`config.mk`:
```
export PLATFORM = sky130hd
export DESIGN_NAME = thermocouple_plausibility_filter
export DESIGN_NICKNAME = d
export VERILOG_FILES = /design/src/rtl/tpf_pkg.sv /design/src/rtl/thermocouple_plausibility_filter.sv /design/src/rtl/tpf_cfg.sv /design/src/rtl/tpf_core.sv
export VERILOG_INCLUDE_DIRS = /design/src /design/src/rtl
export SDC_FILE = /design/constraint.sdc
export NUM_CORES = 1
export LEC_CHECK = 0
export BUFFER_PORTS_ARGS = -buffer_cell sky130_fd_sc_hd__buf_2
export CORE_ASPECT_RATIO = 1.4
export CORE_MARGIN = 3
export CORE_UTILIZATION = 40
export CTS_CLUSTER_SIZE = 16
export DETAILED_ROUTE_END_ITERATION = 8
export HOLD_SLACK_MARGIN = 0.02
export PLACE_DENSITY_LB_ADDON = 0.08
export RECOVER_POWER = 50
export SYNTH_ARGS = -nofsm -noshare
export SYNTH_HDL_FRONTEND = slang
export SYNTH_HIERARCHICAL = 1
export SYNTH_SLANG_ARGS = --single-unit
```
`constraint.sdc`:
```
create_clock -name i_clk -period 5.7 [get_ports i_clk]
set_input_delay 1.14 -clock i_clk [delete_from_list [all_inputs] [get_ports i_clk]]
set_output_delay 1.14 -clock i_clk [all_outputs]
set_load 0.02 [all_outputs]
```
`src/rtl/thermocouple_plausibility_filter_macros.svh`:
```
// ----------------------------------------------------------------------------
// Thermocouple plausibility filter assertion macros
// Implication checks used by the filter modules; empty outside simulation.
// ----------------------------------------------------------------------------
`ifndef THERMOCOUPLE_PLAUSIBILITY_FILTER_MACROS_SVH
`define THERMOCOUPLE_PLAUSIBILITY_FILTER_MACROS_SVH
`ifndef SYNTHESIS
// same-cycle implication
`define TPF_ASSERT_IMP(label, clk, rst_n, ante, cons) \
    label: assert property (@(posedge clk) disable iff (!rst_n) (ante) |-> (cons)) \
        else $error("tpf: same-cycle check failed");
// next-cycle implication
`define TPF_ASSERT_NXT(label, clk, rst_n, ante, cons) \
    label: assert property (@(posedge clk) disable iff (!rst_n) (ante) |=> (cons)) \
        else $error("tpf: next-cycle check failed");
`else
`define TPF_ASSERT_IMP(label, clk, rst_n, ante, cons)
`define TPF_ASSERT_NXT(label, clk, rst_n, ante, cons)
`endif
`endif

```
`src/rtl/tpf_pkg.sv`:
```
// ----------------------------------------------------------------------------
// Thermocouple plausibility filter package
// Shared types, register indexes and reset values of the filter.
// ----------------------------------------------------------------------------
package tpf_pkg;

    localparam int unsigned CfgIdxW  = 3;
    localparam int unsigned CfgDataW = 16;
    localparam int unsigned InDataW  = 16;
    localparam int unsigned InUserW  = 2;
    localparam int unsigned OutDataW = 24;

    // register indexes
    typedef enum logic [CfgIdxW-1:0] {
        REG_READ_INTERVAL   = 3'd0,
        REG_LOW_LIMIT       = 3'd1,
        REG_HIGH_LIMIT      = 3'd2,
        REG_MAX_DROP        = 3'd3,
        REG_MAX_RISE        = 3'd4,
        REG_ERROR_LIMIT     = 3'd5,
        REG_CLICK_THRESHOLD = 3'd6
    } t_reg_idx;

    // register reset values
    localparam logic        [15:0] RST_READ_INTERVAL   = 16'd250;
    localparam logic signed [12:0] RST_LOW_LIMIT       = -13'sd80;
    localparam logic signed [12:0] RST_HIGH_LIMIT      = 13'sd920;
    localparam logic        [11:0] RST_MAX_DROP        = 12'd32;
    localparam logic        [11:0] RST_MAX_RISE        = 12'd200;
    localparam logic        [7:0]  RST_ERROR_LIMIT     = 8'd5;
    localparam logic signed [12:0] RST_CLICK_THRESHOLD = 13'sd760;

    localparam logic [15:0] TICKS_MAX = 16'hFFFF;
    localparam logic [7:0]  COUNT_MAX = 8'hFF;

    typedef struct packed {
        logic        [15:0] read_interval;
        logic signed [12:0] low_limit;
        logic signed [12:0] high_limit;
        logic        [11:0] max_drop;
        logic        [11:0] max_rise;
        logic        [7:0]  error_limit;
        logic signed [12:0] click_threshold;
    } t_cfg;

    typedef struct packed {
        logic        action;
        logic [11:0] reading;
        logic        open_fault;
    } t_item;

    typedef struct packed {
        logic        click_event;
        logic [7:0]  fail_count;
        logic        temp_valid;
        logic [11:0] temperature;
        logic        accepted;
        logic        sampled;
    } t_result;

endpackage

```
`src/rtl/thermocouple_plausibility_filter.sv`:
```
// Path: an accepted word passes the input register, then the result
// register. Throughput: one word per cycle while the master side takes
// results; the state update is a single pass of compares, one subtraction,
// a negation and saturating increments between the two registers.
// Reset: synchronous, active low; clears the filter state, both stage valids
// and loads the register defaults. No clearing pass is needed.
// ----------------------------------------------------------------------------
// Thermocouple plausibility filter
// Tick stream in, one filtered status word out per tick.
// ----------------------------------------------------------------------------
`include "thermocouple_plausibility_filter_macros.svh"

module thermocouple_plausibility_filter (
    input  logic                          i_clk,
    input  logic                          i_rst_n,
    // slave side
    input  logic                          i_s_tvalid,
    output logic                          o_s_tready,
    input  logic [tpf_pkg::InDataW-1:0]   i_s_tdata,   // [11:0] reading, [15:12] zero
    input  logic [tpf_pkg::InUserW-1:0]   i_s_tuser,   // [0] action, [1] open_fault
    // master side
    output logic                          o_m_tvalid,
    input  logic                          i_m_tready,
    output logic [tpf_pkg::OutDataW-1:0]  o_m_tdata,   // [0] sampled, [1] accepted,
                                                        // [13:2] temperature,
                                                        // [14] temp_valid,
                                                        // [22:15] fail_count,
                                                        // [23] click_event
    // configuration write channel
    input  logic                          i_cfg_valid,
    output logic                          o_cfg_ready,
    input  logic [tpf_pkg::CfgIdxW-1:0]   i_cfg_index,
    input  logic [tpf_pkg::CfgDataW-1:0]  i_cfg_data
);
    import tpf_pkg::*;

    t_cfg    cfg;
    t_item   r_in;
    logic    r_in_valid;
    t_result r_out;
    logic    r_out_valid;
    t_result result;
    logic    advance;

    tpf_cfg u_cfg (
        .i_clk       (i_clk),
        .i_rst_n     (i_rst_n),
        .i_cfg_valid (i_cfg_valid),
        .o_cfg_ready (o_cfg_ready),
        .i_cfg_index (i_cfg_index),
        .i_cfg_data  (i_cfg_data),
        .o_cfg       (cfg)
    );

    // move a word from the input register to the result register
    assign advance    = r_in_valid && (!r_out_valid || i_m_tready);
    assign o_s_tready = !r_in_valid || advance;

    tpf_core u_core (
        .i_clk    (i_clk),
        .i_rst_n  (i_rst_n),
        .i_advance(advance),
        .i_item   (r_in),
        .i_cfg    (cfg),
        .o_result (result)
    );

    // input register: load on accept
    always_ff @(posedge i_clk) begin
        if (!i_rst_n) begin
            r_in_valid <= 1'b0;
        end else if (o_s_tready) begin
            r_in_valid <= i_s_tvalid;
        end
    end

    always_ff @(posedge i_clk) begin
        if (i_s_tvalid && o_s_tready) begin
            r_in.action     <= i_s_tuser[0];
            r_in.reading    <= i_s_tdata[11:0];
            r_in.open_fault <= i_s_tuser[1];
        end
    end

    // result register: hold until taken
    always_ff @(posedge i_clk) begin
        if (!i_rst_n) begin
            r_out_valid <= 1'b0;
        end else if (advance) begin
            r_out_valid <= 1'b1;
        end else if (i_m_tready) begin
            r_out_valid <= 1'b0;
        end
    end

    always_ff @(posedge i_clk) begin
        if (advance) begin
            r_out <= result;
        end
    end

    assign o_m_tvalid = r_out_valid;
    assign o_m_tdata  = r_out;

    `TPF_ASSERT_IMP(a_stall_cause, i_clk, i_rst_n, !o_s_tready,
                    r_in_valid && r_out_valid && !i_m_tready)
    `TPF_ASSERT_NXT(a_advance_fills, i_clk, i_rst_n, advance, r_out_valid)

endmodule

```
`src/rtl/tpf_cfg.sv`:
```
// ----------------------------------------------------------------------------
// Thermocouple plausibility filter configuration registers
// Decodes the write channel into the filter's limit and timing registers.
// ----------------------------------------------------------------------------
module tpf_cfg (
    input  logic                          i_clk,
    input  logic                          i_rst_n,
    input  logic                          i_cfg_valid,
    output logic                          o_cfg_ready,
    input  logic [tpf_pkg::CfgIdxW-1:0]   i_cfg_index,
    input  logic [tpf_pkg::CfgDataW-1:0]  i_cfg_data,
    output tpf_pkg::t_cfg                 o_cfg
);
    import tpf_pkg::*;

    t_cfg r_cfg;
    t_cfg n_cfg;

    // writes never stall
    assign o_cfg_ready = 1'b1;
    assign o_cfg       = r_cfg;

    // decode the register index; unknown indexes drop the word
    always_comb begin
        n_cfg = r_cfg;
        if (i_cfg_valid) begin
            unique case (i_cfg_index)
                REG_READ_INTERVAL:   n_cfg.read_interval   = i_cfg_data;
                REG_LOW_LIMIT:       n_cfg.low_limit       = i_cfg_data[12:0];
                REG_HIGH_LIMIT:      n_cfg.high_limit      = i_cfg_data[12:0];
                REG_MAX_DROP:        n_cfg.max_drop        = i_cfg_data[11:0];
                REG_MAX_RISE:        n_cfg.max_rise        = i_cfg_data[11:0];
                REG_ERROR_LIMIT:     n_cfg.error_limit     = i_cfg_data[7:0];
                REG_CLICK_THRESHOLD: n_cfg.click_threshold = i_cfg_data[12:0];
                default:             n_cfg = r_cfg;
            endcase
        end
    end

    always_ff @(posedge i_clk) begin
        if (!i_rst_n) begin
            r_cfg.read_interval   <= RST_READ_INTERVAL;
            r_cfg.low_limit       <= RST_LOW_LIMIT;
            r_cfg.high_limit      <= RST_HIGH_LIMIT;
            r_cfg.max_drop        <= RST_MAX_DROP;
            r_cfg.max_rise        <= RST_MAX_RISE;
            r_cfg.error_limit     <= RST_ERROR_LIMIT;
            r_cfg.click_threshold <= RST_CLICK_THRESHOLD;
        end else begin
            r_cfg <= n_cfg;
        end
    end

endmodule

```
`src/rtl/tpf_core.sv`:
```
// ----------------------------------------------------------------------------
// Thermocouple plausibility filter core
// Holds the filter state and evaluates one tick per advance.
// ----------------------------------------------------------------------------
`include "thermocouple_plausibility_filter_macros.svh"

module tpf_core (
    input  logic              i_clk,
    input  logic              i_rst_n,
    input  logic              i_advance,
    input  tpf_pkg::t_item    i_item,
    input  tpf_pkg::t_cfg     i_cfg,
    output tpf_pkg::t_result  o_result
);
    import tpf_pkg::*;

    logic [15:0] r_elapsed;
    logic [11:0] r_held_temp;
    logic        r_held_valid;
    logic [7:0]  r_reject_count;
    logic        r_click_latched;

    logic [15:0] n_elapsed;
    logic [11:0] n_held_temp;
    logic        n_held_valid;
    logic [7:0]  n_reject_count;
    logic        n_click_latched;

    logic [15:0]        ticks_inc;
    logic [7:0]         count_inc;
    logic               take_sample;
    logic               sample_ok;
    logic               click;
    logic signed [13:0] reading_s;
    logic signed [13:0] delta;
    logic signed [13:0] drop_neg;
    logic signed [13:0] rise_s;
    logic signed [13:0] held_s;

    // widen everything to 14-bit signed for the compares
    assign reading_s = $signed({2'b00, i_item.reading});
    assign held_s    = $signed({2'b00, n_held_temp});
    assign delta     = reading_s - $signed({2'b00, r_held_temp});
    assign drop_neg  = -$signed({2'b00, i_cfg.max_drop});
    assign rise_s    = $signed({2'b00, i_cfg.max_rise});

    // saturating counters
    assign ticks_inc = (r_elapsed == TICKS_MAX) ? r_elapsed : r_elapsed + 16'd1;
    assign count_inc = (r_reject_count == COUNT_MAX) ? r_reject_count
                                                       : r_reject_count + 8'd1;

    assign take_sample = i_item.action || (ticks_inc >= i_cfg.read_interval);

    // plausibility: fault flag, absolute window, step from the held value
    always_comb begin
        sample_ok = !i_item.open_fault
                 && (reading_s >= $signed({i_cfg.low_limit[12], i_cfg.low_limit}))
                 && (reading_s <= $signed({i_cfg.high_limit[12], i_cfg.high_limit}));
        if (r_held_valid && ((delta < drop_neg) || (delta > rise_s))) begin
            sample_ok = 1'b0;
        end
    end

    // sample step
    always_comb begin
        n_elapsed      = take_sample ? 16'd0 : ticks_inc;
        n_held_temp    = r_held_temp;
        n_held_valid   = r_held_valid;
        n_reject_count = r_reject_count;
        if (take_sample) begin
            if (sample_ok) begin
                n_held_temp    = i_item.reading;
                n_held_valid   = 1'b1;
                n_reject_count = 8'd0;
            end else begin
                n_reject_count = count_inc;
                if (count_inc >= i_cfg.error_limit) begin
                    n_held_valid = 1'b0;
                end
            end
        end
    end

    // click latch: fire on reaching the threshold, rearm below it
    always_comb begin
        n_click_latched = r_click_latched;
        click           = 1'b0;
        if (n_held_valid) begin
            if (held_s >= $signed({i_cfg.click_threshold[12], i_cfg.click_threshold})) begin
                if (!r_click_latched) begin
                    n_click_latched = 1'b1;
                    click           = 1'b1;
                end
            end else begin
                n_click_latched = 1'b0;
            end
        end
    end

    assign o_result.sampled     = take_sample;
    assign o_result.accepted    = take_sample && sample_ok;
    assign o_result.temperature = n_held_valid ? n_held_temp : 12'd0;
    assign o_result.temp_valid  = n_held_valid;
    assign o_result.fail_count  = n_reject_count;
    assign o_result.click_event = click;

    // advance the state once per tick
    always_ff @(posedge i_clk) begin
        if (!i_rst_n) begin
            r_elapsed       <= 16'd0;
            r_held_temp     <= 12'd0;
            r_held_valid    <= 1'b0;
            r_reject_count  <= 8'd0;
            r_click_latched <= 1'b0;
        end else if (i_advance) begin
            r_elapsed       <= n_elapsed;
            r_held_temp     <= n_held_temp;
            r_held_valid    <= n_held_valid;
            r_reject_count  <= n_reject_count;
            r_click_latched <= n_click_latched;
        end
    end

    `TPF_ASSERT_NXT(a_click_latches, i_clk, i_rst_n, i_advance && click, r_click_latched)
    `TPF_ASSERT_NXT(a_accept_clears, i_clk, i_rst_n, i_advance && o_result.accepted,
                    r_held_valid && (r_reject_count == 8'd0))
    `TPF_ASSERT_NXT(a_idle_tick_counts, i_clk, i_rst_n, i_advance && !take_sample,
                    r_elapsed != 16'd0)

endmodule
```
# Yosys cells after proc, flatten, opt, wreduce, memory -nomap -nowiden
# Index checks and enable logic that the tools add are counted.
# Widths: inputs -> output; s select.
[classes]
n_addsub = 4
magnitude_cmp = 7
eq_ne = 8
n_mux = 15
reduce_logical = 24
[ops]
columns = ["cell", "n"]
rows = [
  ["$mux 16", 2],
  ["$ge 13x13->1", 2],
  ["$mux 12", 2],
  ["$mux 8", 3],
  ["$reduce_and 2->1", 9],
  ["$add 16x1->16 const B", 1],
  ["$eq 16x16->1 const B", 1],
  ["$ge 16x16->1", 1],
  ["$gt 14x13->1", 1],
  ["$lt 14x14->1", 1],
  ["$neg 12->14", 1],
  ["$le 13x13->1", 1],
  ["$sub 12x12->13", 1],
  ["$eq 3x3->1 const B", 3],
  ["$add 8x1->8 const B", 1],
  ["$eq 8x8->1 const B", 1],
  ["$ge 8x8->1", 1],
  ["$mux 1", 8],
  ["$eq 3x2->1 const B", 2],
  ["$logic_and 1x1->1", 6],
  ["$logic_or 1x1->1", 4],
  ["$eq 3x1->1 const B", 1],
  ["$logic_not 1->1", 3],
  ["$logic_not 3->1", 1],
  ["$reduce_bool 2->1", 1],
]
[word_totals]
regBits = 165
inputBits = 42
out_inout_bits = 27

# Depth between registers and ports, before layout
# Gate-level depths: netlist of run 1.
[logic_depth]
ltp_word = 9
depth_mapped = 34

# Cells and area by module
# The synthesis of run 1 kept the hierarchy.
[by_module_without_submodules]
columns = ["module", "instances", "cells_per_inst", "area_each_um2"]
rows = [
  ["tpf_core", 1, 734, 5446.5],
  ["tpf_cfg", 1, 327, 3405.8],
  ["thermocouple_plausibility_filter", 1, 47, 1244.9],
]

# Worst setup path after synthesis of run 1
# No wires, ideal clock.
[synth_timing]
kind = "reg-to-reg"
start = "reg u_core.r_elapsed[4]"
end = "reg r_out, in the netlist o_m_tdata[23], data pin"
setup_time_ps = 251
arrival_ps = 5862
required_ps = 5449
setup_slack_ps = -413
stages_incl_launch_ff = 34
path_buffers = 4
path_cell_list = "dfxtp_1 > nand2_1 > nor4_1 > nand4_1 > and2_0 > nand3_1 > nor2_1 > and3_1 > xor2_1 > ha_1 > a21o_1 > a21o_1 > a21o_1 > a21oi_1 > o21ai_0 > a41oi_1 > inv_1 > o2111a_1 > o211a_1 > buf_6 > buf_6 > buf_6 > nand2_1 > o21ai_0 > ha_1 > a21o_1 > a21oi_1 > a21oi_1 > o31a_1 > o21ai_0 > nand2b_1 > a2111oi_0 > nor3_1 > buf_4"
[synth_between]
elab_chain_len = 7
elab_cells_between_ends = 9
[synth_rtl]
columns = ["element", "line_no", "rtl"]
rows = [
  ["start: declaration", "tpf_core.sv:17", "logic [15:0] r_elapsed;"],
  ["start signal: assignment", "tpf_core.sv:116", "r_elapsed <= n_elapsed;"],
  ["$add 16x1->16 or $eq 16x16->1 (tied branches)", "tpf_core.sv:48", "assign ticks_inc = (r_elapsed == TICKS_MAX) ? r_elapsed : r_elapsed + 16'd1;"],
  ["$mux 16 (*)", "tpf_core.sv:48", ""],
  ["$ge 16x16->1 (*)", "tpf_core.sv:52", "assign take_sample = i_item.action || (ticks_inc >= i_cfg.read_interval);"],
  ["$logic_or 1x1->1 (*)", "tpf_core.sv:52", ""],
  ["$mux 12 (*)", "tpf_core.sv:70", "if (take_sample) begin"],
  ["net u_core.n_held_temp[3]", "tpf_core.sv:24", "logic [11:0] n_held_temp;"],
  ["$ge 13x13->1 (*)", "tpf_core.sv:89", "if (held_s >= $signed({i_cfg.click_threshold[12], i_cfg.click_threshold})) begin"],
  ["$reduce_and 2->1 (no line) (*)", "n/a", ""],
  ["end signal: assignment", "thermocouple_plausibility_filter.sv:98", "r_out <= result;"],
  ["end: declaration", "thermocouple_plausibility_filter.sv:40", "t_result r_out;"],
]
# The timed path passes the listed nets; every way through them passes the cells marked *.
# A chain may end at the register's enable or synchronous reset.

# Worst setup path in the final report of run 1
[layout_timing]
start = "reg r_in[2] (netlist name)"
end = "reg r_out, in the netlist o_m_tdata[23], data pin"
[layout_between]
elab_chain_len = 9
elab_cells_between_ends = 16
[layout_rtl]
columns = ["element", "line_no", "rtl"]
rows = [
  ["start: declaration", "thermocouple_plausibility_filter.sv:38", "t_item r_in;"],
  ["$sub 12x12->13", "tpf_core.sv:43", "assign delta = reading_s - $signed({2'b00, r_held_temp});"],
  ["$lt 14x14->1 or $gt 14x13->1 (tied branches)", "tpf_core.sv:59", "if (r_held_valid && ((delta < drop_neg) || (delta > rise_s))) begin"],
  ["$logic_or 1x1->1", "tpf_core.sv:59", ""],
  ["$logic_and 1x1->1", "tpf_core.sv:59", ""],
  ["$mux 1", "tpf_core.sv:59", ""],
  ["$mux 12", "tpf_core.sv:71", "if (sample_ok) begin"],
  ["$mux 12", "tpf_core.sv:70", ""],
  ["$ge 13x13->1", "tpf_core.sv:89", ""],
  ["$reduce_and 2->1 (no line) (*)", "n/a", ""],
]
# Every way passes the cells marked *; elsewhere a longest branch is shown, timed or not.

==> reports/summary.txt, run 1 <==
Status - finished with violations
Violated checks - capacitance limit, slew limit, setup timing
#FFs+latches synth - 165
R2r setup slk - -80 ps
Reg2reg end - o_m_tdata[23]
Dpl hpwl - 21,020 um
Post-synth ARST share - 0%
Pin count of the biggest net entering global routing - 77
Leak - 5.670 nW
Required time worst endpoint - 5880 ps
Syn Inst Count - 1,108
Crit path max-delay cell type - edfxtp_1
Vias - 8,006
IO Count - 69
P per Cell Area - 231.0 nW/um2
HP Class - flip-flop to flip-flop
Syn nets - 1,245
CP peak stage delay - 500 ps
WHS Path Cells - 2
WHS Endpoint - u_cfg/o_cfg[84]
DIE HEIGHT - 194.0 um
Pre-antenna DRT Iters - 4
Cell accounting for the most synthesized area - dfxtp_1
CTS sink cnt - 165
Row count - 68
Internal Pwr Total - 2.048 mW
CTS Buf Count - 17
Crit end category - flip-flop
Clock power frac - 40.9%
Die extent in x - 140.3 um
Vias/cell - 5.119
First-pass GRT wire length - 43,770 um
Relative slew slack - -106.1%
Clock root buffer - clkbuf_16
EDFF count, synth - 38
Final TNS setup - -162.2 ps
N_diodes - 0
Final Hold Viols - 0
Setup ws final - -83.30 ps
Pwr Total - 2.792 mW
Finish-stage setup viols - 2
Clk pin slew, worst setup/hold paths - 60 ps
First DRT Iteration DRCs - 351
Crit-path leading delay family - compound AO/OA/AOI/OAI gates
Period minus WS final - 5783 ps
Count leader, synth - nand2_1
Placer Congestion - 0.8901
Remaining DRCs - 0
CTS tree - done
NumNets Final - 1,373
Vias in the first global route - 8,146
WL/cell - 17.59 um
Fmax achieved - 172.9 MHz
Crit share post-route - 101.5%
GRT overflow - 0
Post-Syn Area - 10,100 um2
Initial core utilization - 40.78%
Worst EP arrival - 5960 ps
CP Max Fanout - 8
Commonest cells in the netlist - nand2_1 (148), dfxtp_1 (127), mux2i_1 (103)
Largest cells by area after synthesis - dfxtp_1 (25%), ha_1 (12%), edfxtp_1 (11%), mux2i_1 (10%), nand2_1 (5.5%)
Hold buffers post-CTS - 0
Clk_skew - 11.40 ps
Post-DRT Antenna Nets - 0
Worst-skew pair later-pin latency - 440 ps
CP Class - flip-flop to flip-flop
Max Slew Vio Count - 77
Final std cells w/o fill - 1,564
Startpoint types - flip-flop
Flop pwr share - 44.6%
Min-delay src - u_cfg/o_cfg[84]
Area growth from synthesis to layout - 19.70%
Final core occ - 48.82%
Maximum root-to-sink buffer count - 2
# H-tree levels - 4
Reg2reg path depth - 28
Share of cells above drive strength 1 - 18.73%
Max-cap viol count - 1
Sw Share - 26.65%
Sw Pwr - 0.7439 mW
GRT Total Usage - 20.47%
Seq/Total Area, Yosys - 36.48%
Mapped Avg Cell Area - 9.113 um2
Area share of the largest cell type after synthesis - 25.18%
Combinational group share of total power - 14.5%
Cell count after placement - 1,523
Initial antenna violation count - 0
RSZ-0062 raised after global routing - true
Unique masters post-synth - 73
Peak supply drop - 221.1 uV
Core ar. - 24,760 um2
CP bufs+invs - 3
IO Port Bufs - 63
DIE AREA - 27,210 um2
Primary FF master, synth - dfxtp_1
Yosys warnings - 6
Least-Margin Pin Slew - 3091 ps
WL final - 27,520 um
Worst r2r src - r_in[2]
-- through the flow --
step	worst slack (ps)	hold WS [ps]	instance area, um2
after CTS	-107.1	460.6	12010
after floorplan	5.717	434.7	10130
final	-83.30	457.6	12090
after global routing	-443.5	463.2	12090
after global placement	-313.7	445.5	11270
after detailed placement	-328.6	449.2	11270
-- sequential cells by signal, indices dropped and copies added, names as in the netlist --
register / count
u_core/r_held_temp: 12
r_in_valid: 1
u_cfg/o_cfg: 87
o_m_tdata: 24
u_core/r_elapsed: 16
u_core/r_click_latched: 1
r_in: 14
u_core/r_held_valid: 1
u_core/r_reject_count: 8
o_m_tvalid: 1
-- worst max-delay path by stage --
| stage | start | endpoint | cells after the start |
|---|---|---|---|
| after global routing | r_in[2] | u_core/r_click_latched | 30 |
| after floorplan | u_core/r_elapsed[2] | o_m_tdata[23] | 34 |
| after detailed placement | r_in[3] | u_core/r_click_latched | 28 |
| final | r_in[2] | o_m_tdata[23] | 28 |
| after CTS | r_in[1] | u_core/r_click_latched | 29 |
| after global placement | r_in[3] | u_core/r_click_latched | 28 |
-- layout make-up --
class / instances / area, um2
Tap cell: 315 / 394.1
Multi-Input combinational cell: 794 / 5983
Inverter: 93 / 349.1
Sequential cell: 165 / 3686
Clock inverter: 12 / 130.1
Fill cell: 2404 / 12670
Timing Repair Buffer: 165 / 1107
Clock buffer: 20 / 436.7
-- tightest hold or removal path, delay by kind of cell, from the launching register on --
| kind | cells | cell delay, ps |
|---|---|---|
| simple gates | 1 | 50 |
| flops | 1 | 310 |
| mux | 1 | 50 |
-- routing by layer --
layer	routed length, um	global-route usage [%]	vias to the layer above
li1	-	-	4100
met4	859	7.684	0
met5	0	0	-
met1	11410	23.46	3761
met3	557	2.936	38
met2	14690	37.98	107
-- cell families (layout without fill, tap and decap cells) --
| kind of cell | count (synthesis) | after routing | synth area share, % |
|---|---|---|---|
| adder cells (fa/ha/maj) | 97 | 97 | 12.04 |
| AO/OA/AOI/OAI | 180 | 180 | 11.95 |
| other | 1 | 1 | 0.03714 |
| buffers and inverters | 149 | 290 | 6.481 |
| multiplexers | 105 | 105 | 10.43 |
| flip-flops | 165 | 165 | 36.48 |
| AND/OR/NAND/NOR | 370 | 370 | 18.87 |
| XOR/XNOR | 41 | 41 | 3.705 |
-- power groups by stage --
stage	sequential, mW	combinational, mW	clock [mW]
finish	1.25	0.404	1.14
global route	1.25	0.445	1.21
detailed placement	1.27	0.381	0
global placement	1.27	0.379	0
CTS	1.25	0.398	1.17
floorplan	1.28	0.227	0
-- what timing repair did --
item                                    CTS  global route
buffers inserted                          5             5
gates cloned                              1             0
gates resized for setup                  31            20
pin swaps                                22            27
endpoints found under the setup margin    2             2
-- cell usage in the layout (no fill, tap or decap), drive strengths merged, types with 4 or more instances in the layout --
cell type  synthesis  routed
edfxtp            38      38
clkbuf            25      27
nor4               9       9
nand2b             9       9
nor3b              4       4
clkinvlp           0       4
o21bai             4       4
a21oi             38      38
a31oi              7       7
ha                94      94
and3              11      11
and2               8       8
nand2            149     149
o21ai             48      48
nand4             12      12
o31ai              4       4
dfxtp            127     127
mux2i            103     103
nand4b             4       4
xnor2             27      27
a22o              12      12
xor2              13      13
inv               93      95
clkinv             0       4
a211oi             5       5
nor2              38      38
nor3              16      16
nor2b             70      70
nand3             21      21
o21a              11      11
a211o              4       4
a21boi             8       8
a21o              19      19
buf               31     158
Power figures use the tool's default switching activity.
==> run 2: changes to the inputs <==
--- a/config.mk
+++ b/config.mk
@@ -10,11 +10,12 @@
 export CORE_ASPECT_RATIO = 1.4
 export CORE_MARGIN = 3
 export CORE_UTILIZATION = 40
-export CTS_CLUSTER_SIZE = 16
 export DETAILED_ROUTE_END_ITERATION = 8
 export HOLD_SLACK_MARGIN = 0.02
 export PLACE_DENSITY_LB_ADDON = 0.08
 export RECOVER_POWER = 50
+export SETUP_SLACK_MARGIN = 0.15
+export SLEW_MARGIN = 20
 export SYNTH_ARGS = -nofsm -noshare
 export SYNTH_HDL_FRONTEND = slang
 export SYNTH_HIERARCHICAL = 1
==> reports/summary.txt, run 2 (synthesis gave the netlist of run 1 again) <==
Placer Congestion - 0.8119 (-8.8%)
Initial antenna violation count - 0 (unchanged)
Crit share post-route - 100.6% (-0.88 points)
Initial core utilization - 40.78% (unchanged)
Vias in the first global route - 8,041 (-1.3%)
# H-tree levels - 4 (unchanged)
Pwr Total - 2.798 mW (+0.21%)
FF+latch area - 3689 um2 (about the same)
Highest-count cells in the layout ignoring fill and taps - nand2_1 (148), dfxtp_1 (123), mux2i_1 (102)
Sw Share - 26.39% (-0.26 points)
R2r setup slk - -30 ps (+50 ps)
Least-Margin Pin Slew - 3267 ps (+175.2 ps)
Post-DRT Antenna Nets - 0 (unchanged)
Placed Area - 11,230 um2 (-0.36%)
Final std cells w/o fill - 1,566 (+0.13%)
Commonest non-fill, non-tap cell in the layout - nand2_1
GRT Total Usage - 20.53% (+0.062 points)
Max-cap viol count - 1 (unchanged)
Setup ws final - -33.07 ps (+50.23 ps)
Vias - 8,070 (+0.80%)
WL final - 28,130 um (+2.2%)
WL/cell - 17.96 um (+2.1%)
Vias/cell - 5.153 (+0.67%)
Row count - 68 (unchanged)
Worst EP arrival - 6060 ps (+100 ps)
Multi-input gate area - 6063 um2 (+1.3%)
DIE HEIGHT - 194.0 um (unchanged)
Place WS - -427.1 ps (-98.56 ps)
Max Slew Vio Count - 82 (+6.5%)
Pin count of the biggest net entering global routing - 82 (+6.5%)
CTS Buf Count - 17 (unchanged)
Die extent in x - 140.3 um (unchanged)
Filler cells - 2,462 (+2.4%)
Finish-stage setup viols - 1 (-1)
RSZ-0062 raised after global routing - true
DIE AREA - 27,210 um2 (unchanged)
Design Area, Final - 12,120 um2 (+0.27%)
NumNets Final - 1,375 (+0.15%)
Startpoint types - flip-flop
First DRT Iteration DRCs - 287 (-18%)
P per Cell Area - 230.9 nW/um2 (about the same)
Area growth from synthesis to layout - 20.02%
Worst hold slack - 457.6 ps (-0.05900 ps)
Largest register FFs - 87 (unchanged)
Combinational group share of total power - 14.5% (about the same)
Status - finished with violations
Period minus WS final - 5733 ps (-50.23 ps)
Crit end category - flip-flop
Worst-skew pair later-pin latency - 430 ps (about the same)
Maximum root-to-sink buffer count - 2 (unchanged)
Internal Pwr Total - 2.060 mW (+0.57%)
CP Class - flip-flop to flip-flop
CTS tree - done
IO Count - 69 (unchanged)
Remaining DRCs - 0 (unchanged)
HP Class - flip-flop to flip-flop
Leak - 5.613 nW (-1.0%)
Crit path max-delay cell type - nor4_4
GRT overflow - 0 (unchanged)
CP Max Fanout - 8 (unchanged)
Peak supply drop - 220.9 uV (about the same)
Share of cells above drive strength 1 - 17.75% (-0.99 points)
Flop pwr share - 44.5% (about the same)
Clk_skew - 12.04 ps (+0.6402 ps)
Clock power frac - 40.9% (about the same)
Dpl hpwl - 20,910 um (-0.55%)
IO Port Bufs - 63 (unchanged)
Fmax achieved - 174.4 MHz (+0.88%)
Cell count after placement - 1,516 (-0.46%)
Final Hold Viols - 0 (unchanged)
Clock root buffer - clkbuf_16
Pre-antenna DRT Iters - 4 (unchanged)
Sw Pwr - 0.7383 mW (-0.76%)
CP peak stage delay - 370 ps (-130 ps)
Relative slew slack - -117.8% (-12 points)
N_diodes - 0 (unchanged)
CTS sink cnt - 165 (unchanged)
Required time worst endpoint - 6020 ps (+140 ps)
Hold buffers post-CTS - 0 (unchanged)
Core ar. - 24,760 um2 (unchanged)
First-pass GRT wire length - 43,840 um (+0.17%)
Clk pin slew, worst setup/hold paths - 70 ps (about the same)
Violated checks - capacitance limit, slew limit, setup timing
## run 2: path summary, 6_finish.rpt
path / endpoint / from / cells past startpoint
worst max-delay path: u_core/r_click_latched / u_core/r_elapsed[7] / 31
worst min-delay path: u_cfg/o_cfg[64] / u_cfg/o_cfg[64] / 2
worst max register to register: u_core/r_click_latched / u_core/r_elapsed[7] / 31
worst min register to register: u_cfg/o_cfg[64] / u_cfg/o_cfg[64] / 2
## run 2: timing repair
action	in CTS	in global routing
cloned	1	0
pin swaps	29	6
setup buffers	15	2
setup endpoints to repair	2	2
gates resized for setup	34	9
hold endpoints to repair	0	0
## run 2: through the flow
step	utilization [%]	setup TNS, ps
final	48.95	-33.07
after global placement	45.35	-561.5
after global routing	48.95	-508.2
after floorplan	-	0
after detailed placement	45.35	-765.2
after CTS	48.91	-25.54
## run 2: layer usage
layer / vias to the layer above / track usage, % / share of wire [%] / routed length [um]
met5: - / 0 / 0 / 0
met4: 0 / 6.786 / 2.4 / 663
met3: 32 / 2.665 / 2.1 / 599
met2: 92 / 39.70 / 55 / 15430
met1: 3838 / 22.70 / 41 / 11430
li1: 4108 / - / - / -
## run 2: final cells by class
cell class                      instances  share of cell area (%)
Clock inverter                         13                   1.084
Tap cell                              315                   3.252
Clock buffer                           19                   3.655
Sequential cell                       165                   30.44
Timing Repair Buffer                  166                   8.662
Inverter                               93                   2.880
Multi-Input combinational cell        795                   50.03
## run 2: power groups by stage
stage	logic, mW	registers, mW	clock network (mW)
after CTS	0.404	1.25	1.17
after floorplan	0.228	1.28	0
after global placement	0.373	1.27	0
after global routing	0.448	1.25	1.22
final	0.406	1.25	1.15
after detailed placement	0.375	1.27	0
## run 2: critical path, delay by kind of cell, from the launching register on
kind,cells,cell delay (ps)
and+or+nand+nor,10,1410
buffers and inverters,4,650
AOI/OAI and AO/OA,14,2590
DFF,1,330
adders and majority gates,2,490
xor gates and xnor gates,1,160
==> run 3: changes to the inputs <==
--- a/config.mk
+++ b/config.mk
@@ -8,7 +8,7 @@
 export LEC_CHECK = 0
 export BUFFER_PORTS_ARGS = -buffer_cell sky130_fd_sc_hd__buf_2
 export CORE_ASPECT_RATIO = 1.4
-export CORE_MARGIN = 3
+export CORE_MARGIN = 8
 export CORE_UTILIZATION = 40
 export DETAILED_ROUTE_END_ITERATION = 8
 export HOLD_SLACK_MARGIN = 0.02
==> reports/summary.txt, run 3 (synthesis gave the netlist of run 1 again) <==
DIE HEIGHT - 204.0 um (+5.2%)
CTS tree - done
First-pass GRT wire length - 43,600 um (-0.55%)
Maximum root-to-sink buffer count - 2 (unchanged)
Peak supply drop - 194.1 uV (-12%)
Worst EP arrival - 6320 ps (+260 ps)
Relative slew slack - -68.66% (+49 points)
Dpl hpwl - 21,230 um (+1.6%)
CP peak stage delay - 420 ps (+50 ps)
# H-tree levels - 4 (unchanged)
Violated checks - capacitance limit, slew limit, setup timing
Remaining DRCs - 0 (unchanged)
GRT overflow - 0 (unchanged)
Pin count of the biggest net entering global routing - 81 (-1.2%)
Final Hold Viols - 0 (unchanged)
Vias in the first global route - 8,192 (+1.9%)
GRT Total Usage - 18.53% (-2.0 points)
Clock root buffer - clkbuf_16
Worst hold slack - 459.4 ps (+1.848 ps)
Crit share post-route - 105.2% (+4.6 points)
WL/cell - 17.73 um (-1.3%)
Worst-skew pair later-pin latency - 440 ps (about the same)
CTS Buf Count - 17 (unchanged)
CP Class - flip-flop to flip-flop
Initial antenna violation count - 0 (unchanged)
N_diodes - 0 (unchanged)
Highest-count cells in the layout ignoring fill and taps - nand2_1 (147), dfxtp_1 (125), mux2i_1 (103)
Leak - 5.675 nW (+1.1%)
Required time worst endpoint - 6020 ps (about the same)
Initial core utilization - 40.19% (-0.59 points)
Clk pin slew, worst setup/hold paths - 70 ps (about the same)
Status - finished with violations
Placer Congestion - 0.8849 (+9.0%)
Min-delay src - u_cfg/o_cfg[56]
IO Count - 69 (unchanged)
Crit path max-delay cell type - edfxtp_1
Commonest non-fill, non-tap cell in the layout - nand2_1
Finish-stage setup viols - 2 (+1)
RSZ-0062 raised after global routing - true
Placed Area - 11,290 um2 (+0.54%)
Place WS - -360.3 ps (+66.86 ps)
Crit. Startpoint - r_in[1]
Pre-antenna DRT Iters - 5 (+1)
First DRT Iteration DRCs - 308 (+7.3%)
NumNets Final - 1,373 (-0.15%)
Area growth from synthesis to layout - 20.83%
Max-cap viol count - 2 (+1)
DIE AREA - 30,660 um2 (+13%)
Post-DRT Antenna Nets - 0 (unchanged)
Vias - 8,145 (+0.93%)
Period minus WS final - 5994 ps (+260.8 ps)
Die extent in x - 150.3 um (+7.1%)
Crit end category - flip-flop
Setup ws final - -293.9 ps (-260.8 ps)
HP Class - flip-flop to flip-flop
WL final - 27,810 um (-1.1%)
Row count - 69 (+1.5%)
Startpoint types - flip-flop
Fmax achieved - 166.8 MHz (-4.4%)
Least-Margin Pin Slew - 2530 ps (-736.8 ps)
Largest register FFs - 87 (unchanged)
CP Max Fanout - 7 (-1)
Worst r2r src - r_in[1]
CTS sink cnt - 165 (unchanged)
Share of cells above drive strength 1 - 18.90% (+1.1 points)
Vias/cell - 5.195 (+0.80%)
P per Cell Area - 233.2 nW/um2 (+0.99%)
Core ar. - 25,120 um2 (+1.5%)
Max Slew Vio Count - 141 (+72%)
Clk_skew - 9.928 ps (-2.114 ps)
IO Port Bufs - 63 (unchanged)
Design Area, Final - 12,200 um2 (+0.67%)
[run 3: final timing paths]
path,to,cells past startpoint,slack [ps]
max,u_core/r_click_latched,30,-290
min,u_cfg/o_cfg[56],2,460
max reg2reg,u_core/r_click_latched,30,-290
min reg2reg,u_cfg/o_cfg[56],2,460
[run 3: where the power goes]
| group | leakage (nW) | internal [mW] | switching, mW | total (mW) |
|---|---|---|---|---|
| registers | 1.40 | 1.23 | 0.0200 | 1.25 |
| logic | 3.98 | 0.182 | 0.229 | 0.411 |
| clock network | 0.291 | 0.672 | 0.515 | 1.19 |
[run 3: stage by stage]
stage          utilization [%]  total power, mW  std cells  TNS, ps
6_report                 48.56            2.845       1568   -516.9
2_1_floorplan                -            1.506       1108        0
3_3_place_gp             44.93            1.650       1524   -549.0
4_1_cts                  48.33            2.870       1564   -398.1
5_1_grt                  48.56            2.953       1568    -1121
3_5_place_dp             44.93            1.655       1524   -621.5
[run 3: layout make-up]
| cell class | count | area, um2 |
|---|---|---|
| fillers | 2447 | 12920 |
| multi-input cells | 794 | 6053 |
| flip-flops and latches | 165 | 3686 |
| repair buffers | 165 | 1109 |
| clock buffers | 21 | 493.0 |
| well taps | 319 | 399.1 |
| inverters | 93 | 349.1 |
| clock inverters | 11 | 111.4 |
[run 3: what timing repair did]
item	CTS	global route
pin swaps	22	31
hold buffers	0	0
endpoints found under the setup margin	2	2
setup buffers	7	4
cloned	1	0
resized for setup	30	20
[run 3: critical path: cells and delay by family, from the launching register on]
kind                       cells  cell delay [ps]
and+or+nand+nor                7              930
buffers and inverters          4              530
DFF                            1              420
adders and majority gates      4              870
AOI/OAI and AO/OA             15             3120
[run 3: routing by layer]
layer	routed length (um)	vias to the layer above	GRT usage (%)
met1	11490	3879	20.47
li1	-	4103	-
met5	0	-	0
met4	1095	0	8.987
met3	654	50	2.770
met2	14570	113	33.70
